==> src/rtl/tsc_pkg.sv <==
`default_nettype none

package tsc_pkg;

  localparam int STAMP_W = 36;
  localparam int YEAR_W  = 12;
  localparam int MONTH_W = 4;
  localparam int DAY_W   = 5;
  localparam int HOUR_W  = 5;
  localparam int MIN_W   = 6;
  localparam int SEC_W   = 6;

  localparam int FRONT_STAGES = 6;
  localparam int BACK_STAGES  = 9;
  localparam int STAGES       = FRONT_STAGES + BACK_STAGES;

  localparam int Z_W   = 21;
  localparam int SOD_W = 17;
  localparam int DOE_W = 18;
  localparam int DOY_W = 9;
  localparam int YOE_W = 9;
  localparam int ERA_W = 3;

  // packed YYYYMMDD window
  localparam logic signed [STAMP_W-1:0] PACK_LO = 36'sd19000101;
  localparam logic signed [STAMP_W-1:0] PACK_HI = 36'sd29991231;

  // 397683 days of seconds: moves every input to a nonnegative count
  localparam logic [STAMP_W:0] SEC_OFF = 37'd34359811200;
  // 719468 - 397683
  localparam logic [Z_W-1:0]   Z_SHIFT = 21'd321785;

  localparam logic [20:0] DAYS_PER_ERA = 21'd146097;

  // ceil(2^S / d) reciprocals, exact over the ranges they see
  localparam logic [30:0] RCP_675   = 31'(((64'd1 << 40) / 64'd675) + 64'd1);
  localparam logic [25:0] RCP_100   = 26'(((64'd1 << 32) / 64'd100) + 64'd1);
  localparam logic [18:0] RCP_100B  = 19'(((64'd1 << 25) / 64'd100) + 64'd1);
  localparam logic [9:0]  RCP_100Y  = 10'(((64'd1 << 16) / 64'd100) + 64'd1);
  localparam logic [21:0] RCP_ERA   = 22'(((64'd1 << 39) / 64'd146097) + 64'd1);
  localparam logic [17:0] RCP_1460  = 18'(((64'd1 << 28) / 64'd1460) + 64'd1);
  localparam logic [17:0] RCP_36524 = 18'(((64'd1 << 33) / 64'd36524) + 64'd1);
  localparam logic [17:0] RCP_365   = 18'(((64'd1 << 26) / 64'd365) + 64'd1);
  localparam logic [11:0] RCP_153   = 12'(((64'd1 << 19) / 64'd153) + 64'd1);
  localparam logic [17:0] RCP_3600  = 18'(((64'd1 << 29) / 64'd3600) + 64'd1);
  localparam logic [12:0] RCP_60    = 13'(((64'd1 << 18) / 64'd60) + 64'd1);

  typedef struct packed {
    logic [Z_W-1:0]   z;
    logic [SOD_W-1:0] sod;
    logic             packed_date;
  } front_t;

  // day of year (from March 1) at which shifted month mp starts
  function automatic logic [DOY_W-1:0] month_start(input logic [3:0] mp);
    logic [DOY_W-1:0] r;
    case (mp)
      4'd0:    r = 9'd0;
      4'd1:    r = 9'd31;
      4'd2:    r = 9'd61;
      4'd3:    r = 9'd92;
      4'd4:    r = 9'd122;
      4'd5:    r = 9'd153;
      4'd6:    r = 9'd184;
      4'd7:    r = 9'd214;
      4'd8:    r = 9'd245;
      4'd9:    r = 9'd275;
      4'd10:   r = 9'd306;
      4'd11:   r = 9'd337;
      default: r = 9'd0;
    endcase
    return r;
  endfunction

endpackage

`default_nettype wire

==> src/rtl/tsc_civil.sv <==
`default_nettype none

module tsc_civil (
  input  logic                             clk,
  input  logic [tsc_pkg::BACK_STAGES-1:0]  en,
  input  logic [tsc_pkg::Z_W-1:0]          z,
  output logic [tsc_pkg::YEAR_W-1:0]       year,
  output logic [tsc_pkg::MONTH_W-1:0]      month,
  output logic [tsc_pkg::DAY_W-1:0]        day
);
  import tsc_pkg::*;

  logic [ERA_W-1:0]  c1_era, c2_era, c3_era, c4_era, c5_era, c6_era;
  logic [Z_W-1:0]    c1_z;
  logic [DOE_W-1:0]  c2_doe, c3_doe, c4_doe, c5_doe, c6_doe;
  logic [6:0]        c3_da;
  logic [2:0]        c3_db;
  logic              c3_dc;
  logic [DOE_W-1:0]  c4_t;
  logic [YOE_W-1:0]  c5_yoe, c6_yoe;
  logic [1:0]        c6_yh;
  logic [DOY_W-1:0]  c7_doy, c8_doy;
  logic [YEAR_W-1:0] c7_yr, c8_yr;
  logic [3:0]        c8_mp;

  logic [42:0]       era_prod;
  logic [Z_W-1:0]    doe_diff;
  logic [35:0]       da_prod;
  logic [35:0]       db_prod;
  logic [35:0]       yoe_prod;
  logic [18:0]       yh_prod;
  logic [DOE_W-1:0]  doy_diff;
  logic [10:0]       mp_arg;
  logic [22:0]       mp_prod;
  logic [DOY_W-1:0]  day_diff;

  assign era_prod = 43'(z) * 43'(RCP_ERA);

  always_ff @(posedge clk) begin
    if (en[0]) begin
      c1_era <= era_prod[41:39];
      c1_z   <= z;
    end
  end

  assign doe_diff = c1_z - (21'(c1_era) * DAYS_PER_ERA);

  always_ff @(posedge clk) begin
    if (en[1]) begin
      c2_doe <= doe_diff[DOE_W-1:0];
      c2_era <= c1_era;
    end
  end

  assign da_prod = 36'(c2_doe) * 36'(RCP_1460);
  assign db_prod = 36'(c2_doe) * 36'(RCP_36524);

  always_ff @(posedge clk) begin
    if (en[2]) begin
      c3_da  <= da_prod[34:28];
      c3_db  <= db_prod[35:33];
      c3_dc  <= (c2_doe == 18'd146096);
      c3_doe <= c2_doe;
      c3_era <= c2_era;
    end
  end

  always_ff @(posedge clk) begin
    if (en[3]) begin
      c4_t   <= c3_doe - 18'(c3_da) + 18'(c3_db) - 18'(c3_dc);
      c4_doe <= c3_doe;
      c4_era <= c3_era;
    end
  end

  assign yoe_prod = 36'(c4_t) * 36'(RCP_365);

  always_ff @(posedge clk) begin
    if (en[4]) begin
      c5_yoe <= yoe_prod[34:26];
      c5_doe <= c4_doe;
      c5_era <= c4_era;
    end
  end

  assign yh_prod = 19'(c5_yoe) * 19'(RCP_100Y);

  always_ff @(posedge clk) begin
    if (en[5]) begin
      c6_yh  <= yh_prod[17:16];
      c6_yoe <= c5_yoe;
      c6_doe <= c5_doe;
      c6_era <= c5_era;
    end
  end

  assign doy_diff = c6_doe - ((18'(c6_yoe) * 18'd365) + 18'(c6_yoe[8:2]) - 18'(c6_yh));

  always_ff @(posedge clk) begin
    if (en[6]) begin
      c7_doy <= doy_diff[DOY_W-1:0];
      c7_yr  <= (12'(c6_era) * 12'd400) + 12'(c6_yoe);
    end
  end

  assign mp_arg  = (11'(c7_doy) * 11'd5) + 11'd2;
  assign mp_prod = 23'(mp_arg) * 23'(RCP_153);

  always_ff @(posedge clk) begin
    if (en[7]) begin
      c8_mp  <= mp_prod[22:19];
      c8_doy <= c7_doy;
      c8_yr  <= c7_yr;
    end
  end

  assign day_diff = c8_doy - month_start(c8_mp) + 9'd1;

  // shifted months 10 and 11 are January and February of the next year
  always_ff @(posedge clk) begin
    if (en[8]) begin
      day   <= day_diff[DAY_W-1:0];
      month <= (c8_mp < 4'd10) ? c8_mp + 4'd3 : c8_mp - 4'd9;
      year  <= (c8_mp >= 4'd10) ? c8_yr + 12'd1 : c8_yr;
    end
  end

endmodule

`default_nettype wire

==> config.mk <==
export PLATFORM = sky130hd
export DESIGN_NAME = tsc_civil
export DESIGN_NICKNAME = d
export VERILOG_FILES = /design/src/rtl/tsc_pkg.sv /design/src/rtl/tsc_civil.sv
export SDC_FILE = /design/constraint.sdc
export NUM_CORES = 2
export LEC_CHECK = 0
export BUFFER_PORTS_ARGS = -buffer_cell sky130_fd_sc_hd__buf_2
export CAP_MARGIN = 25
export CORE_ASPECT_RATIO = 1.2
export CORE_MARGIN = 4
export CORE_UTILIZATION = 35
export CTS_CLUSTER_DIAMETER = 30
export DETAILED_ROUTE_END_ITERATION = 8
export GPL_ROUTABILITY_DRIVEN = 0
export PLACE_DENSITY = 0.56
export SYNTH_ARGS = -nofsm -noshare
export SYNTH_HDL_FRONTEND = slang
export SYNTH_SLANG_ARGS = --single-unit
==> constraint.sdc <==
create_clock -name clk -period 12.6 [get_ports clk]
set_clock_uncertainty 0.2 [all_clocks]
set_input_delay 0.63 -clock clk [delete_from_list [all_inputs] [get_ports clk]]
set_output_delay 0.63 -clock clk [all_outputs]
set_load 0.02 [all_outputs]
# Word-level counts from Yosys, hierarchy flattened
# Memory sizes are Yosys's and may differ from the RTL's. A register that Yosys moved wholly into a read port is not among the register bits.
# Index checks and enable logic that the tools add are counted.
[totals] elab_cells=58 n_memories=1 input_bits=31 reg_bits=211 romBits=144
[mem_list] memory="(name not given)" words=16 word_bits=9 rd=1 rd_clocked_by_memory_dff=1 write_ports=0 line_no="tsc_pkg.sv:57" source="case (mp)"
[classes] eq_ne=1 n_mux=3 magnitude_cmp=2 add_sub_neg=14 multipliers=10
[op_table] cell="18-bit by 16-bit multiplier with 33-bit output (second input constant)" count=2
[op_table] cell="21-bit by 22-bit multiplier with 42-bit output (second input constant)" count=1
[op_table] cell="18-bit by 18-bit multiplier with 36-bit output (second input constant)" count=1
[op_table] cell="11-bit by 12-bit multiplier with 23-bit output (second input constant)" count=1
[op_table] cell="18-bit by 3-bit adder with 18-bit output" count=1
[op_table] cell="18-bit == test (second input constant)" count=1
[op_table] cell="3-bit by 18-bit multiplier with 18-bit output (second input constant)" count=1
[op_table] cell="18-bit by 1-bit subtractor with 18-bit output" count=1
[op_table] cell="18-bit subtractor" count=1
[op_table] cell="18-bit by 7-bit subtractor with 18-bit output" count=1
[op_table] cell="9-bit by 6-bit multiplier with 14-bit output (second input constant)" count=1
[op_table] cell="12-bit by 1-bit adder with 12-bit output (second input constant)" count=1
[op_table] cell="12-bit by 9-bit adder with 12-bit output" count=1
[op_table] cell="12-bit 2-to-1 mux" count=1
[op_table] cell="11-bit by 2-bit adder with 11-bit output (second input constant)" count=1
[op_table] cell="9-bit by 3-bit multiplier with 11-bit output (second input constant)" count=1
[op_table] cell="9-bit by 7-bit adder with 9-bit output" count=1
[op_table] cell="9-bit by 9-bit multiplier with 9-bit output (second input constant)" count=1
[op_table] cell="9-bit by 2-bit subtractor with 9-bit output" count=1
[op_table] cell="9-bit subtractor" count=1
[op_table] cell="3-bit by 5-bit multiplier with 8-bit output (second input constant)" count=1
[op_table] cell="4-bit 2-to-1 mux" count=2
[op_table] cell="5-bit by 1-bit adder with 5-bit output (second input constant)" count=1
[op_table] cell="5-bit subtractor" count=1
[op_table] cell="other kinds (4)" count=4

# Depth between registers and ports, before layout
[depth] depth_word=4 ltp_mapped=33 ltp_nobuf=33

# Worst setup path after synthesis
# No wires, ideal clock.
[synth_timing] path_kind="register -> register" from="reg c7_doy[1]" to="reg (tool-made name)" slack_ns=5.319 path_stages_with_launch=30 arrival_ns=6.954 path_cell_list="edfxtp_1 ha_1 ha_1 o211a_1 o21ai_1 a21oi_1 o21a_1 o21ai_1 a21boi_0 or4b_1 o2111ai_1 ha_1 inv_1 fa_1 fa_1 fa_1 fa_1 inv_1 ha_1 and3_2 a21oi_1 a211oi_1 or4_1 and2_1 mux2i_1 inv_1 ha_1 nor3_1 o311a_1 o32ai_2"
[synth_lines] item="start, declared" line_no="tsc_civil.sv:22" source="logic [DOY_W-1:0] c7_doy, c8_doy;"
[synth_lines] item="start signal, assigned" line_no="tsc_civil.sv:101" source="c7_doy <= doy_diff[DOY_W-1:0];"

==> results.md <==
- Status: finished clean
- Root Buffer: clkbuf_16
- CP max stage cell: fa_1
- Wirelength per Cell: about 16 microns
- Syn Nets: roughly 4600
- Register area share after synthesis: ~18%
- Vias in the first global route: between 20000 and 25000
- Layout net count: 4741
- Slew headroom: about a third
- Synth area leader: fa_1
- Post-synth cell types: 73
- H-tree lvl count: 2
- Post-Route Setup TNS: 0 ns
- Final WL: ~77 mm
- Input/output buffers: between 50 and 60
- Pre-Repair DR Iteration Count: 5
- Most frequent CP cell: ha_1
- Clock sinks: ~220
- Worst skew pair latency: between 0.5 and 0.6 ns
- Area contributors post-synth: fa_1, ha_1, edfxtp_1
- Crit path time final: about 7.9 ns
- Via density: 4.53
- Worst endpoint required time: 12.84 ns
- RSZ-0062 raised after global routing: false
- Hold WC Path Type: in2reg
- CP top delay family: adder cells
- Vias: around 21000
- Clock-pin slew on the worst setup and hold paths: approximately 0.050 ns
- First DRT Iteration DRCs: 540
- Post-detail-place hpwl: ~67 mm
- Io pins: 52
- Post-CTS Setup Bufs: 0
- GR Util All Layers: between 15 and 20%
- Synthesized instance count: roughly 3200
- Max Fclk: approximately 0.13 GHz
- Max stage delay on crit path: 0.55 ns
- Mapped Area: roughly 0.036 sq mm
- Crit. Startpoint: c7_doy[1]
- First-pass GRT wire length: approximately 130 mm
- Pins Over Slew Limit: 0
- Total gr overflow: 0
- Main synth FF type: edfxtp_1
- Hold Buf Count CTS: 0
- Die Ht: 359 microns
- Starting density of the core: between 30% and 40%
- Largest net degree at the start of global routing: 35
- Post-CTS Resized: 0
- Critical path depth: 29
- Post-synth EDFFs: around 210
- TritonCTS clock tree: done
- Fin. Hold Viols: 0
- CP max FO: 6
- Site Rows: ~130
- Share of layout cells above drive strength 1: under 10%
- Async set-reset flop share out of synthesis: 0%
- Finish-stage setup viols: 0
- Antenna-violating nets left: 0
- Worst-Margin Slew: slightly below 1 ns
- MaxCap Viol Count: 0
- Most frequent cells in the layout: inv_1, ha_1, fa_1, edfxtp_1, xnor2_1
- Post-route DRC: 0
- Synth-to-layout area growth: 10.8%
- Worst setup EP type: register
- Crit start category: register
- Final Cycle Share: about 63%
- Type of the worst setup path: reg2reg
- Yosys warns: 0
- DIE WIDTH: ~300 microns
- Initial antenna violation count: 4
- Register bit total from synthesis: 216
- DIE AREA: roughly 0.11 sq mm
- CP arrival: 8.16 ns
- CTS Buffer Depth: 3
- Buf+Inv Stages, Crit Path: 3
- RR Startpoint: c7_doy[1]
- R2R depth: 29
- Reg2Reg Setup Slack: 4.68 ns
- CORE AREA: 0.102 sq mm
- Synth top area share: a little under a third
- Synth Area per Inst: 11.3 sq um
- Commonest non-fill, non-tap cell in the layout: inv_1
- Hold depth: 1
- Total CTS buffers: 52
==> cells by family (layout without fill, tap and decap cells) <==
family,Yosys count,in the layout,share of synthesized area [%]
buf+inv,927,1087,9.71
flops,216,216,17.9
xor+xnor,123,123,3.00
fa+ha+maj,1407,1407,60.7
other cells,0,2,0
mux,8,8,0.247
compound gates,259,259,4.91
simple gates,246,246,3.51
==> per-stage QoR <==
step	util [%]	setup WS, ns	cell area (sq um)	hold slack, ns	instances
2_1_floorplan	-	5.32	35900	0.200	3186
5_1_grt	39.1	3.88	39800	0.142	4711
4_1_cts	39.1	4.65	39800	0.123	4711
3_3_place_gp	37.3	4.81	38000	0.202	4614
3_5_place_dp	37.3	4.69	38000	0.205	4614
6_report	39.1	4.68	39800	0.171	4713
==> final cells by class <==
cell class | instances | area [sq um]
well taps | 1365 | 1710
fillers | 9934 | 61900
flip-flops and latches | 216 | 6440
clock inverters | 38 | 465
repair buffers | 64 | 353
clock buffers | 59 | 1350
diodes | 2 | 5.00
inverters | 926 | 3480
multi-input cells | 2043 | 26000
==> worst min-delay path by stage <==
stage,from,end,slack [ns]
after floorplan,c2_era[0],c3_era[0],0.20
after global placement,c7_yr[10],c8_yr[10],0.20
after CTS,z[1],c1_z[1],0.12
after global routing,z[1],c1_z[1],0.14
after detailed placement,c5_doe[1],c6_doe[1],0.20
final,z[1],c1_z[1],0.17
==> layer usage <==
metal  up-vias  track usage, %  wire length, microns
met1     10500            17.0                 30500
met2       240            29.4                 42300
met4         4            4.71                  2540
met5         -               0                    23
li1      10500               -                     -
met3       119            1.56                  1800
==> flip-flops by register name (all words and copies together) (netlist names), 12 cells and up, named ones only <==
signal and count:
c8_yr 12, year 12, c2_doe 18, c4_t 18, c7_yr 12, c3_doe 18, c1_z 18
==> worst reg2reg max path, delay by kind of cell (launching register included) <==
| kind | cells | cell delay (ns) |
|---|---|---|
| fa+ha+maj | 9 | 3.33 |
| compound gates | 10 | 1.72 |
| simple gates | 5 | 1.19 |
| flops | 1 | 0.49 |
| xor+xnor | 1 | 0.38 |
| buf+inv | 3 | 0.26 |
| mux | 1 | 0.24 |
==> Yosys cell counts, drive strengths merged, types with 13 or more instances <==
library cell and count:
inv 926, edfxtp 211, a21oi 69, nor2 66
nor2b 15, and3 13, a21o 37, nor3 25
ha 847, o21a 17, fa 560, xor2 29
nand3 20, nand2 42, a211oi 13, nand4 18
o21ai 40, xnor2 94
Power is not shown: default switching activity piles up to over one toggle a cycle in this logic, so the estimate is an artifact.
