==> config.mk <==
export PLATFORM = sky130hd
export DESIGN_NAME = tsc_front
export DESIGN_NICKNAME = d
export VERILOG_FILES = /design/src/rtl/tsc_pkg.sv /design/src/rtl/tsc_front.sv
export SDC_FILE = /design/constraint.sdc
export NUM_CORES = 2
export LEC_CHECK = 0
export BUFFER_PORTS_ARGS = -buffer_cell sky130_fd_sc_hd__buf_4
export CAP_MARGIN = 20
export CORE_UTILIZATION = 70
export CTS_CLUSTER_DIAMETER = 100
export DETAILED_ROUTE_END_ITERATION = 12
export GPL_TIMING_DRIVEN = 0
export MAX_ROUTING_LAYER = met4
export PLACE_DENSITY = 0.87
export SLEW_MARGIN = 20
export SYNTH_ARGS = -nofsm -noshare
export SYNTH_HDL_FRONTEND = slang
export SYNTH_SLANG_ARGS = --single-unit
==> constraint.sdc <==
create_clock -name clk -period 23.4 [get_ports clk]
set_input_delay 4.68 -clock clk [delete_from_list [all_inputs] [get_ports clk]]
set_output_delay 4.68 -clock clk [all_outputs]
set_load 0.05 [all_outputs]
==> src/rtl/tsc_pkg.sv <==
`default_nettype none

package tsc_pkg;

  localparam int STAMP_W = 36;
  localparam int YEAR_W  = 12;
  localparam int MONTH_W = 4;
  localparam int DAY_W   = 5;
  localparam int HOUR_W  = 5;
  localparam int MIN_W   = 6;
  localparam int SEC_W   = 6;

  localparam int FRONT_STAGES = 6;
  localparam int BACK_STAGES  = 9;
  localparam int STAGES       = FRONT_STAGES + BACK_STAGES;

  localparam int Z_W   = 21;
  localparam int SOD_W = 17;
  localparam int DOE_W = 18;
  localparam int DOY_W = 9;
  localparam int YOE_W = 9;
  localparam int ERA_W = 3;

  // packed YYYYMMDD window
  localparam logic signed [STAMP_W-1:0] PACK_LO = 36'sd19000101;
  localparam logic signed [STAMP_W-1:0] PACK_HI = 36'sd29991231;

  // 397683 days of seconds: moves every input to a nonnegative count
  localparam logic [STAMP_W:0] SEC_OFF = 37'd34359811200;
  // 719468 - 397683
  localparam logic [Z_W-1:0]   Z_SHIFT = 21'd321785;

  localparam logic [20:0] DAYS_PER_ERA = 21'd146097;

  // ceil(2^S / d) reciprocals, exact over the ranges they see
  localparam logic [30:0] RCP_675   = 31'(((64'd1 << 40) / 64'd675) + 64'd1);
  localparam logic [25:0] RCP_100   = 26'(((64'd1 << 32) / 64'd100) + 64'd1);
  localparam logic [18:0] RCP_100B  = 19'(((64'd1 << 25) / 64'd100) + 64'd1);
  localparam logic [9:0]  RCP_100Y  = 10'(((64'd1 << 16) / 64'd100) + 64'd1);
  localparam logic [21:0] RCP_ERA   = 22'(((64'd1 << 39) / 64'd146097) + 64'd1);
  localparam logic [17:0] RCP_1460  = 18'(((64'd1 << 28) / 64'd1460) + 64'd1);
  localparam logic [17:0] RCP_36524 = 18'(((64'd1 << 33) / 64'd36524) + 64'd1);
  localparam logic [17:0] RCP_365   = 18'(((64'd1 << 26) / 64'd365) + 64'd1);
  localparam logic [11:0] RCP_153   = 12'(((64'd1 << 19) / 64'd153) + 64'd1);
  localparam logic [17:0] RCP_3600  = 18'(((64'd1 << 29) / 64'd3600) + 64'd1);
  localparam logic [12:0] RCP_60    = 13'(((64'd1 << 18) / 64'd60) + 64'd1);

  typedef struct packed {
    logic [Z_W-1:0]   z;
    logic [SOD_W-1:0] sod;
    logic             packed_date;
  } front_t;

  // day of year (from March 1) at which shifted month mp starts
  function automatic logic [DOY_W-1:0] month_start(input logic [3:0] mp);
    logic [DOY_W-1:0] r;
    case (mp)
      4'd0:    r = 9'd0;
      4'd1:    r = 9'd31;
      4'd2:    r = 9'd61;
      4'd3:    r = 9'd92;
      4'd4:    r = 9'd122;
      4'd5:    r = 9'd153;
      4'd6:    r = 9'd184;
      4'd7:    r = 9'd214;
      4'd8:    r = 9'd245;
      4'd9:    r = 9'd275;
      4'd10:   r = 9'd306;
      4'd11:   r = 9'd337;
      default: r = 9'd0;
    endcase
    return r;
  endfunction

endpackage

`default_nettype wire

==> src/rtl/tsc_front.sv <==
`default_nettype none

module tsc_front (
  input  logic                               clk,
  input  logic [tsc_pkg::FRONT_STAGES-1:0]   en,
  input  logic signed [tsc_pkg::STAMP_W-1:0] stamp_value,
  output tsc_pkg::front_t                    front
);
  import tsc_pkg::*;

  // stage 1
  logic [STAMP_W:0] s1_u;
  logic             s1_inr;
  logic [24:0]      s1_v;
  logic [18:0]      s1_q100;
  logic [50:0]      q100_prod;

  // stage 2
  logic [19:0]      s2_qs;
  logic [29:0]      s2_q1;
  logic [6:0]       s2_lo;
  logic [6:0]       s2_d;
  logic [11:0]      s2_yv;
  logic [18:0]      s2_q100;
  logic             s2_inr;
  logic [60:0]      qs_prod;
  logic [25:0]      d_diff;
  logic [37:0]      yv_prod;

  // stage 3
  logic [19:0]      s3_qs;
  logic [9:0]       s3_r;
  logic [6:0]       s3_lo;
  logic             s3_packed;
  logic [11:0]      s3_yadj;
  logic [3:0]       s3_mp;
  logic [4:0]       s3_d;
  logic [29:0]      r_diff;
  logic [18:0]      m_diff;
  logic [6:0]       m;

  // stage 4
  logic [Z_W-1:0]   s4_zs;
  logic [SOD_W-1:0] s4_sod;
  logic [ERA_W-1:0] s4_era;
  logic [YOE_W-1:0] s4_yoe;
  logic [DOY_W-1:0] s4_doy;
  logic             s4_packed;
  logic [ERA_W-1:0] era_p;
  logic [11:0]      yoe_diff;

  // stage 5
  logic [Z_W-1:0]   s5_zs;
  logic [SOD_W-1:0] s5_sod;
  logic [ERA_W-1:0] s5_era;
  logic [DOE_W-1:0] s5_doe;
  logic             s5_packed;
  logic [18:0]      yq_prod;

  logic [Z_W-1:0]   zp;

  assign q100_prod = 51'(stamp_value[24:0]) * 51'(RCP_100);

  always_ff @(posedge clk) begin
    if (en[0]) begin
      s1_u    <= {stamp_value[STAMP_W-1], stamp_value} + SEC_OFF;
      s1_inr  <= (stamp_value >= PACK_LO) && (stamp_value <= PACK_HI);
      s1_v    <= stamp_value[24:0];
      s1_q100 <= q100_prod[50:32];
    end
  end

  assign qs_prod = 61'(s1_u[STAMP_W:7]) * 61'(RCP_675);
  assign d_diff  = 26'(s1_v) - (26'(s1_q100) * 26'd100);
  assign yv_prod = 38'(s1_q100) * 38'(RCP_100B);

  always_ff @(posedge clk) begin
    if (en[1]) begin
      s2_qs   <= qs_prod[59:40];
      s2_q1   <= s1_u[STAMP_W:7];
      s2_lo   <= s1_u[6:0];
      s2_d    <= d_diff[6:0];
      s2_yv   <= yv_prod[36:25];
      s2_q100 <= s1_q100;
      s2_inr  <= s1_inr;
    end
  end

  assign r_diff = s2_q1 - (30'(s2_qs) * 30'd675);
  assign m_diff = s2_q100 - (19'(s2_yv) * 19'd100);
  assign m      = m_diff[6:0];

  always_ff @(posedge clk) begin
    if (en[2]) begin
      s3_qs     <= s2_qs;
      s3_r      <= r_diff[9:0];
      s3_lo     <= s2_lo;
      s3_packed <= s2_inr && (m >= 7'd1) && (m <= 7'd12) && (s2_d >= 7'd1) && (s2_d <= 7'd31);
      s3_yadj   <= (m <= 7'd2) ? s2_yv - 12'd1 : s2_yv;
      s3_mp     <= (m > 7'd2) ? 4'(m - 7'd3) : 4'(m + 7'd9);
      s3_d      <= s2_d[4:0];
    end
  end

  // year / 400; the adjusted year lies in 1899..2999
  always_comb begin
    if (s3_yadj >= 12'd2800) begin
      era_p = 3'd7;
    end else if (s3_yadj >= 12'd2400) begin
      era_p = 3'd6;
    end else if (s3_yadj >= 12'd2000) begin
      era_p = 3'd5;
    end else begin
      era_p = 3'd4;
    end
  end

  assign yoe_diff = s3_yadj - (12'(era_p) * 12'd400);

  always_ff @(posedge clk) begin
    if (en[3]) begin
      s4_zs     <= 21'(s3_qs) + Z_SHIFT;
      s4_sod    <= {s3_r, s3_lo};
      s4_era    <= era_p;
      s4_yoe    <= yoe_diff[8:0];
      s4_doy    <= month_start(s3_mp) + 9'(s3_d) - 9'd1;
      s4_packed <= s3_packed;
    end
  end

  assign yq_prod = 19'(s4_yoe) * 19'(RCP_100Y);

  always_ff @(posedge clk) begin
    if (en[4]) begin
      s5_zs     <= s4_zs;
      s5_sod    <= s4_sod;
      s5_era    <= s4_era;
      s5_doe    <= (18'(s4_yoe) * 18'd365) + 18'(s4_yoe[8:2]) - 18'(yq_prod[17:16])
                   + 18'(s4_doy);
      s5_packed <= s4_packed;
    end
  end

  assign zp = (21'(s5_era) * DAYS_PER_ERA) + 21'(s5_doe);

  always_ff @(posedge clk) begin
    if (en[5]) begin
      front.z           <= s5_packed ? zp : s5_zs;
      front.sod         <= s5_packed ? '0 : s5_sod;
      front.packed_date <= s5_packed;
    end
  end

endmodule

`default_nettype wire

# Word level (Yosys, flattened, before mapping)
# Memories as Yosys holds them, arrays and structs flattened. A register that Yosys moved wholly into a read port is not among the register bits.
# Index checks and enable logic that the tools add are counted.
# totals
word_cells,82
register_bits,346
output_inout_bits,39
input_bits,43
romBits,144
mem_count,1
# memory_table
memory,depth,word_bits,read_ports,rd_ports_with_merged_regs,wr,line,source
(no name shown),16,9,1,1,0,tsc_pkg.sv:57,case (mp)
# classes
mux,8
magnitude_cmp,11
n_addsub,15
reduce_logical,5
mul,10
# ops
cell,count
$mul A30 B29 Y58 const B,1
$mul A25 B26 Y51 const B,1
$add A37 B36 Y37 const B,1
$mul A19 B19 Y37 const B,1
$ge A36 B26 Y1 const B,1
$le A36 B26 Y1 const B,1
$ge A12 B12 Y1 const B,2
$add A20 B19 Y21 const B,1
$add A21 B18 Y21,1
$mul A3 B18 Y21 const B,1
$mux W21,1
$mul A20 B10 Y10 const B,1
$mul A19 B5 Y5 const B,1
$add A18 B7 Y18,1
$add A18 B9 Y18,1
$mul A9 B9 Y18 const B,1
$sub A18 B2 Y18,1
$ge A7 B1 Y1 const B,2
$mul A9 B6 Y14 const B,1
$sub A7 B7 Y7,2
$ge A12 B11 Y1 const B,1
$mul A12 B5 Y5 const B,1
$mux W12,1
$sub A12 B1 Y12 const B,1
16 further kinds,22

# Logic depth before layout (Yosys ltp)
# depth
ltp_word,7
ltp_mapped,37
ltp_nobuf,37

# Worst setup path after synthesis
# OpenSTA, ideal clock, no wires.
# synth_path
kind,input port to flip-flop
from,input stamp_value[4] (netlist name)
to,"register s1_q100[10], data pin"
stages,22
t_arrival_ns,10.485
setup_ns,0.259
n_path_buf,0
t_required_ns,23.141
setup_slack_ns,12.656
cell_sequence,fa_1 > fa_1 > inv_1 > fa_1 > inv_1 > fa_1 > inv_1 > fa_1 > inv_1 > fa_1 > inv_1 > fa_1 > inv_1 > ha_1 > nand3_1 > a2111oi_0 > o21ai_0 > a211oi_1 > a21boi_0 > o21ai_0 > a21oi_1 > xnor2_1
# synth_via
elab_chain_cells,1
# synth_rtl
element,line,source
from (decl),tsc_front.sv:6,"input logic signed [tsc_pkg::STAMP_W-1:0] stamp_value,"
$mul A25 B26 Y51,tsc_front.sv:62,assign q100_prod = 51'(stamp_value[24:0]) * 51'(RCP_100);
via q100_prod[42],tsc_front.sv:16,logic [50:0] q100_prod;
to (signal assigned),tsc_front.sv:69,s1_q100 <= q100_prod[50:32];
to (decl),tsc_front.sv:15,logic [18:0] s1_q100;
# The timed path passes the listed nets, and every way through them passes these cells.
# A chain may end at the register's enable or synchronous reset.

# Worst setup path after layout
# layout_path
from,input stamp_value[4] (netlist name)
to,"register s1_q100[15], data pin"
# The elaborated chain is that of the path after synthesis.

==> impl_metrics.json <==
{
  "status": "complete, no violations",
  "synth_cells": 4024,
  "dpl.cell_count": 4960,
  "yosysTopAreaCell": "fa_1",
  "grt_pass1_vias": 31890,
  "clkTransAtPathRegs_ns": 0.06,
  "yosys_warnings": 0,
  "routed_via_density": 5.758,
  "ys.flop_type": "edfxtp_1",
  "clkLatencyLatePin_ns": 0.56,
  "drcViolationCount": 0,
  "grt_setup_unrepaired": "no",
  "start_util_pct": 70.99,
  "vias": 28920,
  "synthTopCellsByArea": "fa_1 (28%), ha_1 (28%), edfxtp_1 (22%), inv_1 (9.1%), xnor2_1 (2.7%)",
  "grt_use_met2_pct": 54.04,
  "slew_viol_final": 0,
  "yosysUniqueCellTypes": 70,
  "hp-class": "register to register",
  "io-pin-count": 82,
  "dr.first_iter.drc_count": 2080,
  "critPathMaxStageDelay_ns": 0.58,
  "grt_pass1_wl_um": 160900,
  "cts_num_sinks": 342,
  "end_kind": "register",
  "core_area_um2": 64580,
  "core.rowCount": 93,
  "critPathKind": "input pin to register",
  "fin_crit_ns": 11.33,
  "top_usage_layer": "met2",
  "critPathLaunchType": "input pin",
  "place.gp.congestion": 0.9589,
  "cts_buffer_depth": 3,
  "tightestPinTransition_ns": 0.9478,
  "max_freq_ghz": 0.08825,
  "crit_top_cell": "fa_1",
  "finalCritPeriodShare_pct": 48.42,
  "die_area_um2": 66520,
  "num-fill-cells": 3948,
  "ant_nets": 0,
  "grt_max_degree": 63,
  "synthToLayoutAreaGrowth_pct": 6.193,
  "die_y_um": 257.9,
  "critPathBufInv": 7,
  "synth_area_um2": 45840,
  "ys_seq_area_share_pct": 22.21,
  "crit_fanout": 9,
  "synth.top_cell.area_share_pct": 27.95,
  "cts_tree": "built",
  "fin_util_pct": 75.38,
  "critPathTopFamily": "adder cells",
  "final_cell_count_no_fill": 5023,
  "slew-limit-headroom_pct": 36.81,
  "avgSynthCellArea_um2": 11.39,
  "grtUsageTotal_pct": 32.05,
  "cts_setup_buffers": 0,
  "nNetsFinal": 5842,
  "crit_slowest_cell": "fa_1",
  "worst_ep_required_time_ns": 23.67,
  "finalSetupViolCount": 0,
  "diodes": 0,
  "layout-drive-gt1-share_pct": 3.983,
  "clock_skew_ns": 0.02991,
  "grt.met1_usage_pct": 40.16,
  "antenna_found_initial": 0,
  "hold_buffers": 0,
  "final.setup.tns_ns": 0,
  "ys_seq_elements": 342,
  "cts_resized": 0,
  "drt_first_pass_iters": 5,
  "ctsHtreeMaxLevel": 2,
  "final_common_cell": "inv_1",
  "hold_viol_final": 0,
  "cp_data_arrival_time_ns": 11.60,
  "fp.dieW_um": 257.9,
  "gr-total-overflow": 0,
  "wl_per_cell_um": 19.59,
  "io_buffers": 81,
  "clockRootBuffer": "clkbuf_16",
  "post-dp-hpwl_um": 81410,
  "drv_cap": 0,
  "synthesis.nets": 5724,
  "met3_usage_pct": 4.338,
  "routed_wl_um": 98420,
  "synth_edf_count": 333,
  "most-common-layout-cells": "inv_1 (1114), ha_1 (1017), fa_1 (640)",
  "cts_inserted_buffers": 34,
  "async_reset_ff_share_pct": 0
}
[layout make-up]
| cell class | instances | area [um^2] | area share (%) |
|---|---|---|---|
| timing repair buffer | 82 | 620.6 | 1.275 |
| sequential | 342 | 10180 | 20.91 |
| clock buffer | 39 | 889.6 | 1.827 |
| multi-input combinational | 2561 | 31460 | 64.61 |
| clock inverter | 23 | 259.0 | 0.5320 |
| inverter | 1114 | 4182 | 8.589 |
| buffer | 7 | 26.28 | 0.05397 |
| tap | 855 | 1070 | 2.197 |
[stage by stage]
step / cell area (um^2) / hold slack (ns) / setup WS, ns
floorplan: 45840 / 0.4003 / 12.66
global placement: 47520 / 0.4008 / 11.16
detailed placement: 47520 / 0.4045 / 11.05
CTS: 48670 / 0.4005 / 11.59
global route: 48680 / 0.4103 / 11.66
finish: 48680 / 0.3996 / 12.07
[synthesized netlist by cell type, types with 43 or more instances]
master       n
inv_1     1114
o21ai_0     70
a21o_1      53
ha_1      1017
edfxtp_1   333
nor2b_1     46
a21oi_1    103
nand2_1     74
xnor2_1    140
fa_1       640
xor2_1      43
nor2_1      69
[per-layer routing]
metal / up-vias / part of all wire [%]
met2: 1025 / 50
li1: 13240 / -
met4: 0 / 3.5
met5: - / 0
met1: 14400 / 40
met3: 252 / 6.7
[logic make-up (layout without fill, tap and decap cells)]
family / Yosys count / in the layout / share of synthesized area [%]
fa+ha+maj: 1657 / 1657 / 55.71
buf+inv: 1121 / 1265 / 9.179
compound gates: 356 / 356 / 5.044
simple gates: 345 / 345 / 3.848
flops: 342 / 342 / 22.21
xor+xnor: 185 / 185 / 3.581
mux: 18 / 18 / 0.4367
[final timing paths]
kind | to | slack, ns | cells past startpoint | from
max | s1_q100[15]$_DFFE_PP_ | 12.07 | 25 | stamp_value[4]
min | s5_sod[10]$_DFFE_PP_ | 0.40 | 0 | s4_sod[10]$_DFFE_PP_
min reg2reg | s5_sod[10]$_DFFE_PP_ | 0.40 | 0 | s4_sod[10]$_DFFE_PP_
max reg2reg | s2_qs[19]$_DFFE_PP_ | 15.49 | 22 | s1_u[16]$_DFFE_PP_
[worst reg2reg max path, stage by stage, from the launching register on]
cell and delay [ns]:
edfxtp_1 0.76, fa_1 0.58, ha_1 0.29, inv_1 0.06, fa_1 0.50, fa_1 0.53, inv_1 0.06, fa_1 0.46
fa_1 0.52, fa_1 0.55, inv_1 0.05, fa_1 0.49, inv_1 0.04, ha_1 0.33, a21oi_1 0.14, o21ai_0 0.14
a2111o_1 0.42, o2111ai_1 0.43, a211oi_1 0.20, nor4_1 0.57, o31ai_1 0.24, a31oi_1 0.24, xnor2_1 0.09
[flip-flops by register name, indices dropped and copies added, names as in the netlist, 9 cells and up, named ones only]
name and cells:
s2_yv 12, s3_r 10, s2_qs 20, front 39, s1_u 37, s1_q100 19, s5_zs 21, s3_yadj 12
s4_doy 9, s3_qs 20, s5_sod 17, s4_sod 17, s5_doe 18, s4_yoe 9, s2_q1 10, s4_zs 21
Power is left out: the tool's default activity adds up to more than one toggle a clock period on the data nets, which glitch-free logic cannot reach.
