[config.mk]
export PLATFORM = sky130hd
export DESIGN_NAME = tsc_tod
export DESIGN_NICKNAME = d
export VERILOG_FILES = /design/src/rtl/tsc_pkg.sv /design/src/rtl/tsc_tod.sv
export SDC_FILE = /design/constraint.sdc
export NUM_CORES = 1
export LEC_CHECK = 0
export BUFFER_PORTS_ARGS = -buffer_cell sky130_fd_sc_hd__buf_2
export CORE_ASPECT_RATIO = 0.8
export CORE_MARGIN = 4
export CORE_UTILIZATION = 65
export CTS_BUF_LIST = sky130_fd_sc_hd__clkbuf_8
export CTS_CLUSTER_DIAMETER = 150
export DETAILED_ROUTE_END_ITERATION = 10
export GPL_TIMING_DRIVEN = 0
export PLACE_DENSITY_LB_ADDON = 0.12
export SLEW_MARGIN = 20
export SYNTH_ARGS = -nofsm -noshare
export SYNTH_HDL_FRONTEND = slang
export SYNTH_SLANG_ARGS = --single-unit
[constraint.sdc]
create_clock -name clk -period 10.12 [get_ports clk]
set_input_delay 0.506 -clock clk [delete_from_list [all_inputs] [get_ports clk]]
set_output_delay 0.506 -clock clk [all_outputs]
set_load 0.005 [all_outputs]
[src/rtl/tsc_pkg.sv]
`default_nettype none

package tsc_pkg;

  localparam int STAMP_W = 36;
  localparam int YEAR_W  = 12;
  localparam int MONTH_W = 4;
  localparam int DAY_W   = 5;
  localparam int HOUR_W  = 5;
  localparam int MIN_W   = 6;
  localparam int SEC_W   = 6;

  localparam int FRONT_STAGES = 6;
  localparam int BACK_STAGES  = 9;
  localparam int STAGES       = FRONT_STAGES + BACK_STAGES;

  localparam int Z_W   = 21;
  localparam int SOD_W = 17;
  localparam int DOE_W = 18;
  localparam int DOY_W = 9;
  localparam int YOE_W = 9;
  localparam int ERA_W = 3;

  // packed YYYYMMDD window
  localparam logic signed [STAMP_W-1:0] PACK_LO = 36'sd19000101;
  localparam logic signed [STAMP_W-1:0] PACK_HI = 36'sd29991231;

  // 397683 days of seconds: moves every input to a nonnegative count
  localparam logic [STAMP_W:0] SEC_OFF = 37'd34359811200;
  // 719468 - 397683
  localparam logic [Z_W-1:0]   Z_SHIFT = 21'd321785;

  localparam logic [20:0] DAYS_PER_ERA = 21'd146097;

  // ceil(2^S / d) reciprocals, exact over the ranges they see
  localparam logic [30:0] RCP_675   = 31'(((64'd1 << 40) / 64'd675) + 64'd1);
  localparam logic [25:0] RCP_100   = 26'(((64'd1 << 32) / 64'd100) + 64'd1);
  localparam logic [18:0] RCP_100B  = 19'(((64'd1 << 25) / 64'd100) + 64'd1);
  localparam logic [9:0]  RCP_100Y  = 10'(((64'd1 << 16) / 64'd100) + 64'd1);
  localparam logic [21:0] RCP_ERA   = 22'(((64'd1 << 39) / 64'd146097) + 64'd1);
  localparam logic [17:0] RCP_1460  = 18'(((64'd1 << 28) / 64'd1460) + 64'd1);
  localparam logic [17:0] RCP_36524 = 18'(((64'd1 << 33) / 64'd36524) + 64'd1);
  localparam logic [17:0] RCP_365   = 18'(((64'd1 << 26) / 64'd365) + 64'd1);
  localparam logic [11:0] RCP_153   = 12'(((64'd1 << 19) / 64'd153) + 64'd1);
  localparam logic [17:0] RCP_3600  = 18'(((64'd1 << 29) / 64'd3600) + 64'd1);
  localparam logic [12:0] RCP_60    = 13'(((64'd1 << 18) / 64'd60) + 64'd1);

  typedef struct packed {
    logic [Z_W-1:0]   z;
    logic [SOD_W-1:0] sod;
    logic             packed_date;
  } front_t;

  // day of year (from March 1) at which shifted month mp starts
  function automatic logic [DOY_W-1:0] month_start(input logic [3:0] mp);
    logic [DOY_W-1:0] r;
    case (mp)
      4'd0:    r = 9'd0;
      4'd1:    r = 9'd31;
      4'd2:    r = 9'd61;
      4'd3:    r = 9'd92;
      4'd4:    r = 9'd122;
      4'd5:    r = 9'd153;
      4'd6:    r = 9'd184;
      4'd7:    r = 9'd214;
      4'd8:    r = 9'd245;
      4'd9:    r = 9'd275;
      4'd10:   r = 9'd306;
      4'd11:   r = 9'd337;
      default: r = 9'd0;
    endcase
    return r;
  endfunction

endpackage

`default_nettype wire

[src/rtl/tsc_tod.sv]
`default_nettype none

module tsc_tod (
  input  logic                            clk,
  input  logic [tsc_pkg::BACK_STAGES-1:0] en,
  input  logic [tsc_pkg::SOD_W-1:0]       sod,
  input  logic                            packed_date,
  output logic [tsc_pkg::HOUR_W-1:0]      hour,
  output logic [tsc_pkg::MIN_W-1:0]       minute,
  output logic [tsc_pkg::SEC_W-1:0]       second,
  output logic                            packed_date_seen
);
  import tsc_pkg::*;

  localparam int CARRY = BACK_STAGES - 3;

  typedef struct packed {
    logic [HOUR_W-1:0] hour;
    logic [MIN_W-1:0]  minute;
    logic [SEC_W-1:0]  second;
    logic              packed_date;
  } tod_t;

  logic [SOD_W-1:0]  t1_sod;
  logic [HOUR_W-1:0] t1_hour, t2_hour, t3_hour;
  logic              t1_pd, t2_pd, t3_pd;
  logic [11:0]       t2_rem, t3_rem;
  logic [MIN_W-1:0]  t3_min;
  tod_t              carry [CARRY];

  logic [34:0]       hour_prod;
  logic [SOD_W-1:0]  rem_diff;
  logic [24:0]       min_prod;
  logic [11:0]       sec_diff;

  assign hour_prod = 35'(sod) * 35'(RCP_3600);

  always_ff @(posedge clk) begin
    if (en[0]) begin
      t1_hour <= hour_prod[33:29];
      t1_sod  <= sod;
      t1_pd   <= packed_date;
    end
  end

  assign rem_diff = t1_sod - (17'(t1_hour) * 17'd3600);

  always_ff @(posedge clk) begin
    if (en[1]) begin
      t2_rem  <= rem_diff[11:0];
      t2_hour <= t1_hour;
      t2_pd   <= t1_pd;
    end
  end

  assign min_prod = 25'(t2_rem) * 25'(RCP_60);

  always_ff @(posedge clk) begin
    if (en[2]) begin
      t3_min  <= min_prod[23:18];
      t3_rem  <= t2_rem;
      t3_hour <= t2_hour;
      t3_pd   <= t2_pd;
    end
  end

  assign sec_diff = t3_rem - (12'(t3_min) * 12'd60);

  always_ff @(posedge clk) begin
    if (en[3]) begin
      carry[0] <= '{hour: t3_hour, minute: t3_min, second: sec_diff[SEC_W-1:0],
                    packed_date: t3_pd};
    end
    for (int i = 1; i < CARRY; i++) begin
      if (en[3+i]) begin
        carry[i] <= carry[i-1];
      end
    end
  end

  assign hour             = carry[CARRY-1].hour;
  assign minute           = carry[CARRY-1].minute;
  assign second           = carry[CARRY-1].second;
  assign packed_date_seen = carry[CARRY-1].packed_date;

endmodule

`default_nettype wire

# Word-level counts from Yosys, hierarchy flattened
# Memory sizes are Yosys's and may differ from the RTL's.
# Index checks and enable logic that the tools add are counted.
[classes]
n_div = 0
n_mux = 12
n_eq_ne = 0
n_bitwise = 0
n_reduce_logical = 0
magnitude_cmp = 0
n_addsub = 2
shift = 0
multipliers = 4
[ops]
columns = ["op", "n"]
rows = [
  ["$mul A17 B18 Y34 const B", 1],
  ["$mul A12 B12 Y23 const B", 1],
  ["$mux W1", 12],
  ["$sub A12 B12 Y12", 1],
  ["$mul A5 B8 Y8 const B", 1],
  ["$mul A6 B4 Y4 const B", 1],
  ["$sub A6 B6 Y6", 1],
]
[word_totals]
latch_bits = 0
output_inout_bits = 18
mem_bits_ro = 0
ramBits = 108
word_cells = 29
inputBits = 28
ff_bits = 54
mem_count = 1
[memory_table]
columns = ["name", "depth", "width", "read_ports", "rd_ports_with_merged_regs", "write_ports", "line", "rtl"]
rows = [
  ["carry", 6, 18, 6, 0, 6, "tsc_tod.sv:29", "tod_t carry [CARRY];"],
]

# Longest topological paths before layout
# Gate-level depths: netlist of run 1.
[depth]
depth_word = 2
ltp_mapped = 20

# Least setup slack after synthesis of run 1
# OpenSTA, ideal clock, no wires.
[synth_timing]
kind = "input-to-reg"
start = "input port sod[15] (netlist bit)"
end = "register t1_hour[1], data pin"
t_arrival_ps = 4867
n_path_buf = 0
t_required_ps = 9861
path_stages = 18
setup_ps = 259
path_slack_ps = 4994
cell_sequence = "inv_1 -> ha_1 -> fa_1 -> inv_1 -> fa_1 -> fa_1 -> fa_1 -> inv_1 -> fa_1 -> inv_1 -> ha_1 -> nand2_1 -> nor4_2 -> and3_2 -> a31o_2 -> a41o_2 -> nor3_2 -> xnor2_1"
[synth_between]
elab_chain_len = 1
[synth_lines]
columns = ["item", "line", "rtl"]
rows = [
  ["from (decl)", "tsc_tod.sv:6", "input logic [tsc_pkg::SOD_W-1:0] sod,"],
  ["$mul A17 B18 Y34", "tsc_tod.sv:36", "assign hour_prod = 35'(sod) * 35'(RCP_3600);"],
  ["named net hour_prod[30]", "tsc_tod.sv:31", "logic [34:0] hour_prod;"],
  ["to (signal assigned)", "tsc_tod.sv:40", "t1_hour <= hour_prod[33:29];"],
  ["to (decl)", "tsc_tod.sv:25", "logic [HOUR_W-1:0] t1_hour, t2_hour, t3_hour;"],
]
# The timed path passes the listed nets, and every way through them passes these cells.
# A chain may end at the register's enable or synchronous reset.

# Worst setup path after layout of run 1
[layout_timing]
start = "input port sod[15] (netlist bit)"
end = "register t1_hour[2], data pin"
# Same word-level chain as after synthesis.

==> impl_metrics.yaml, run 1 <==
route:
  vias: 6107
  avgViaCountPerCell: 5.44
  route.detailed.drc: 0
  wirelength_um: 19100
  ant_nets: 0
  avgRoutedWirePerCell_um: 17.0
  drtIter0Drc: 247
  firstDrtPassIters: 5
power:
  power_density_mw_per_mm2: 275
  irDropWorstVdd_mv: 0.164
  p_leak_nw: 5.72
min_path:
  worstHoldStart: "packed_date"
  hold_path_class: "input pin to flop"
logic_synthesis:
  syn_avg_cell_area_um2: 13.4
  synth_edf_count: 162
  syn_nets: 1159
  synthCells: 826
  ys_types: 48
  synth_area_leader_cell: "edfxtp_1"
  synth_ff_type: "edfxtp_1"
  ys_seq_area_frac: 0.439
  synth_top_area_share: 0.439
  synth_common_cells: "ha_1 (228), inv_1 (193), edfxtp_1 (162), fa_1 (77), a21oi_1 (28)"
  synth_area_mm2: 0.0111
  synth_most_common_cell: "ha_1"
  ys_top_cells_by_area: "edfxtp_1 (44%), ha_1 (26%), fa_1 (14%)"
  ys_seq_elements: 162
  synth_async_sr_flop_share: 0
  ys_warn_count: 0
cts:
  cts_inserted_buffers: 17
  clk_pin_slew_worst_paths_ps: 80
  ctsHoldBuffers: 0
  clk_latency_ps: 440
  cts_setup_buffers: 0
  clock_path_buffers: 2
  htree_levels: 4
  ctsResizeCount: 0
  clock-root-buffer: "clkbuf_8"
  cts_tree: "yes"
  cts_sinks: 162
placed_design:
  port_buffers: 45
  place.gp.congestion: 0.878
  dp_hpwl_um: 16000
setup_path:
  critPathBufInv: 5
  worstPathCellList: "buf_2, inv_1, ha_1, fa_1, inv_1, fa_1, fa_1, fa_1, inv_1, fa_1, inv_1, ha_1, a21oi_1, nor2_1, a211oi_1, o31a_1, nor2_1, or4_4, o211ai_2"
  critPathTopFamily: "adder cells"
  endpoint_kind: "flop"
  critPathKind: "input pin to flop"
  start_kind: "input pin"
  required_ps: 10410
  cp-startpoint: "sod[15]"
  crit_fanout: 8
  critPathArrivalTime_ps: 5490
  max_stage_delay_ps: 550
  cpMostUsedCell: "fa_1"
  reg2reg_from: "t2_rem[3]"
  crit_slowest_cell: "fa_1"
final_layout:
  layout-drive-gt1-share: 0.0976
  nets: 1223
  post-route-util: 0.718
  area_delta_synth_final_pct: 7.66
  diodes: 0
  fillCellCount: 1109
global_routing:
  grt_max_degree: 19
  grt_pass1_vias: 6588
  grt_overflow_total: 0
  antenna_found_initial: 0
  grt_usage: 0.212
  grt_pass1_wl_um: 31900
sta:
  max_slew_margin: 0.689
  layout_min_cycle_time_ps: 5200
  fmax_mhz: 192
  tightest_slew_ps: 465
  drv_slew: 0
  post-route-period-util: 0.514
  setup_violations: 0
  skew_ps: 12.1
  rsz0062_at_grt: "false"
  fin_tns_setup_ps: 0
  hold_viol: 0
die:
  start_util: 0.667
  die_height_um: 125
  core_mm2: 0.0166
  fp.dieArea_mm2: 0.0192
  num_io_pins: 46
  dieWidth_um: 154
  std_cell_rows: 42
outcome:
  status: "finished, final reports clean"
flow_run:
  drv_cap: 0
[layout make-up]
type                       instances  area (um2)  area share
clock inverter                    14         114     0.00955
timing repair buffer              45         225      0.0189
sequential                       162        4860       0.408
multi-input combinational        471        5490       0.460
tap                              220         275      0.0231
inverter                         193         724      0.0608
clock buffer                      17         234      0.0196
[through the flow]
step | instance area (um2) | setup WS (ps) | hold slack (ps) | total power [mW] | instances
final | 11900 | 4920 | 251 | 3.28 | 1122
after global routing | 11900 | 4680 | 207 | 3.62 | 1122
after CTS | 11900 | 4910 | 220 | 3.31 | 1122
after detailed placement | 11600 | 4430 | 405 | 2.88 | 1091
after global placement | 11600 | 4510 | 400 | 2.75 | 1091
after floorplan | 11100 | 4990 | 400 | 2.38 | 826
[path summary, 6_finish.rpt]
check	endpoint	slack, ps	depth (start not counted)
worst min-delay path	t1_pd	250	1
worst max-delay path	t1_hour[2]	4920	19
worst max register to register	t3_min[5]	6230	13
worst min register to register	carry[5][4]	420	0
[routing by layer]
metal | vias up | GRT usage | part of all wire
met2 | 120 | 0.385 | 0.53
met3 | 36 | 0.0424 | 0.036
met1 | 2994 | 0.251 | 0.41
met4 | 0 | 0.0722 | 0.029
li1 | 2957 | - | -
met5 | - | 0 | 0
[sequential cells by signal (all words and copies together), names as in the netlist]
| signal | count |
|---|---|
| t2_pd | 1 |
| t1_sod | 12 |
| t3_hour | 5 |
| carry | 108 |
| t1_pd | 1 |
| t2_rem | 12 |
| t3_min | 6 |
| t3_rem | 6 |
| t3_pd | 1 |
| t2_hour | 5 |
| t1_hour | 5 |
[layout by cell type (no fill, tap or decap), types with 2 or more instances in the layout]
master,netlist,routed
xor2_1,7,7
o21ai_0,9,9
clkinv_4,0,2
xnor2_1,22,22
nor2_1,10,10
nand2b_1,2,2
clkinv_1,0,3
a21oi_2,2,2
clkbuf_8,0,17
buf_2,0,45
and3_1,4,4
a21o_1,6,6
nor3_1,3,3
a211oi_1,2,2
o21bai_1,2,2
ha_1,228,228
nand4_1,3,3
nand3_1,13,13
nor2b_1,3,3
a21boi_0,2,2
a211o_1,2,2
a31oi_1,3,3
edfxtp_1,162,162
o31a_1,2,2
or2_2,2,2
fa_1,77,77
inv_6,0,3
a21oi_1,28,28
nand2_1,16,16
inv_1,193,194
clkinvlp_4,0,2
clkinv_2,0,2
[logic make-up (layout without fill, tap and decap cells)]
kind of cell / after synthesis / in the layout / share of synthesized area
flip-flops: 162 / 162 / 0.439
buffers and inverters: 193 / 269 / 0.0654
AND/OR/NAND/NOR: 68 / 68 / 0.0339
AO/OA/AOI/OAI: 69 / 69 / 0.0418
XOR/XNOR: 29 / 29 / 0.0229
adder cells (fa/ha/maj): 305 / 305 / 0.397
[report_power, final]
| part | switching, mW | internal, mW | total, mW |
|---|---|---|---|
| sequential | 0.0586 | 0.911 | 0.969 |
| combinational | 1.07 | 0.834 | 1.90 |
| clock | 0.224 | 0.191 | 0.415 |
| total | 1.35 | 1.94 | 3.28 |
Power figures use the tool's default switching activity.
==> run 2, diff against run 1 <==
Clock period 10.12 ns to 5.1 ns, I/O delays scaled along.
==> run 2 against run 1 <==
Sequential power increased by 98%. Non-clock buffer count up 1. Via count is 0.11% higher. Combinational power is 99% higher. Clock power increased by 99%. Global-route usage about the same. Core utilization rose by 0.14 points. Critical endpoint unchanged. Largest power group unchanged.
==> impl_metrics.yaml, run 2 (synthesis gave the netlist of run 1 again) <==
outcome:
  status: "finished, final reports clean"
setup_path:
  critPathKind: "input pin to flop"
  critPathArrivalTime_ps: 5210
  reg2reg_from: "t2_rem[3]"
  start_kind: "input pin"
  crit_fanout: 9
  required_ps: 5400
  endpoint_kind: "flop"
  cp-startpoint: "sod[6]"
power:
  power_mw: 6.54
  power_density_mw_per_mm2: 547
  irDropWorstVdd_mv: 0.328
  p_leak_nw: 5.73
die:
  num_io_pins: 46
  dieWidth_um: 154
  fp.dieArea_mm2: 0.0192
  die_height_um: 125
  std_cell_rows: 42
  start_util: 0.667
  core_mm2: 0.0166
final_layout:
  largest_register: "carry"
  layout-drive-gt1-share: 0.0975
  nets: 1224
  largest_reg_flops: 108
  mostFrequentLayoutCells: "ha_1 (228), inv_1 (194), edfxtp_1 (162)"
  diodes: 0
  layout_commonest_cell: "ha_1"
  design_area_mm2: 0.0119
  fillCellCount: 1105
  area_delta_synth_final_pct: 7.87
  reg_top3: "carry (108), t1_sod (12), t2_rem (12)"
global_routing:
  grt_pass1_wl_um: 31900
  grt_overflow_total: 0
  antenna_found_initial: 0
  grt_pass1_vias: 6607
  grt_max_degree: 19
  grt_usage: 0.212
placed_design:
  dp_hpwl_um: 16000
  place.gp.congestion: 0.878
  port_buffers: 45
  place_area_mm2: 0.0116
sta:
  drv_slew: 0
  max_slew_margin: 0.690
  rsz0062_at_grt: "false"
  hold_viol: 0
  layout_min_cycle_time_ps: 4910
  setup_violations: 0
  tightest_slew_ps: 463
  fmax_mhz: 203
  post-route-period-util: 0.964
  skew_ps: 10.8
route:
  avgViaCountPerCell: 5.44
  top_layer: "met4"
  drtIter0Drc: 239
  route.met3.wl_um: 766
  wl_met2_um: 10100
  wl_met1_um: 7660
  firstDrtPassIters: 4
  vias: 6114
  route.detailed.drc: 0
  avgRoutedWirePerCell_um: 17.0
  ant_nets: 0
  wirelength_um: 19100
min_path:
  worstHoldStart: "sod[3]"
  hold_path_class: "input pin to flop"
cts:
  cts_tree: "yes"
  clock_path_buffers: 2
  clock-root-buffer: "clkbuf_8"
  htree_levels: 4
  clk_latency_ps: 440
  cts_inserted_buffers: 17
  cts_sinks: 162
  clk_pin_slew_worst_paths_ps: 80
flow_run:
  drv_cap: 0
==> run 2: cell types whose count changed in the layout (fill, tap and decap cells not counted), sizes merged <==
cell         before  now
dlygate4sd3       0    1
clkbuf           17   19
buf              45   43
==> run 2: cell type report <==
cell class	count	area (um2)	area share
clock buffer	17	234	0.0196
clock inverter	14	114	0.00953
inverter	193	724	0.0606
multi-input combinational	471	5500	0.460
sequential	162	4860	0.407
tap	220	275	0.0230
timing repair buffer	46	240	0.0201
==> run 2: what timing repair did <==
action,4_1_cts,5_1_grt
setup endpoints to repair,0,2
setup buffers,0,0
hold endpoints to repair,1,0
resized for setup,0,3
hold buffers,1,0
==> run 2: final timing paths <==
kind                  to  slack, ps  cells after the start
min            t1_sod[3]        160                      1
min reg2reg  carry[5][4]        420                      0
max reg2reg    t3_min[5]       1220                     13
max           t1_hour[2]        190                     19
==> run 2: per-layer routing <==
metal / global-route usage / up-vias
met5: 0 / -
met4: 0.0737 / 0
met3: 0.0424 / 44
met2: 0.384 / 122
met1: 0.251 / 2991
li1: - / 2957
==> run 2: per-stage QoR <==
| stage | TNS, ps | cells | utilization | worst slack, ps | hold WS, ps |
|---|---|---|---|---|---|
| after floorplan | 0 | 826 | - | 225 | 354 |
| after global placement | -734 | 1091 | 0.697 | -262 | 400 |
| after detailed placement | -1240 | 1091 | 0.697 | -338 | 405 |
| after CTS | 0 | 1123 | 0.719 | 137 | 134 |
| after global routing | 0 | 1123 | 0.719 | 5.26 | 143 |
| final | 0 | 1123 | 0.719 | 185 | 160 |
==> run 2: power breakdown <==
part	switching [mW]	internal (mW)	total, mW
logic	2.13	1.66	3.79
registers	0.116	1.81	1.92
clock network	0.446	0.379	0.825
==> run 2: critical path: stages <==
cell,delay [ps]
buf_2,270
inv_1,80
ha_1,350
fa_1,500
fa_1,510
inv_1,50
fa_1,460
fa_1,550
inv_1,50
fa_1,530
inv_1,40
ha_1,200
a21oi_1,160
nor2_1,60
a211oi_1,240
o31a_1,180
nor2_1,80
or4_4,490
o211ai_2,150
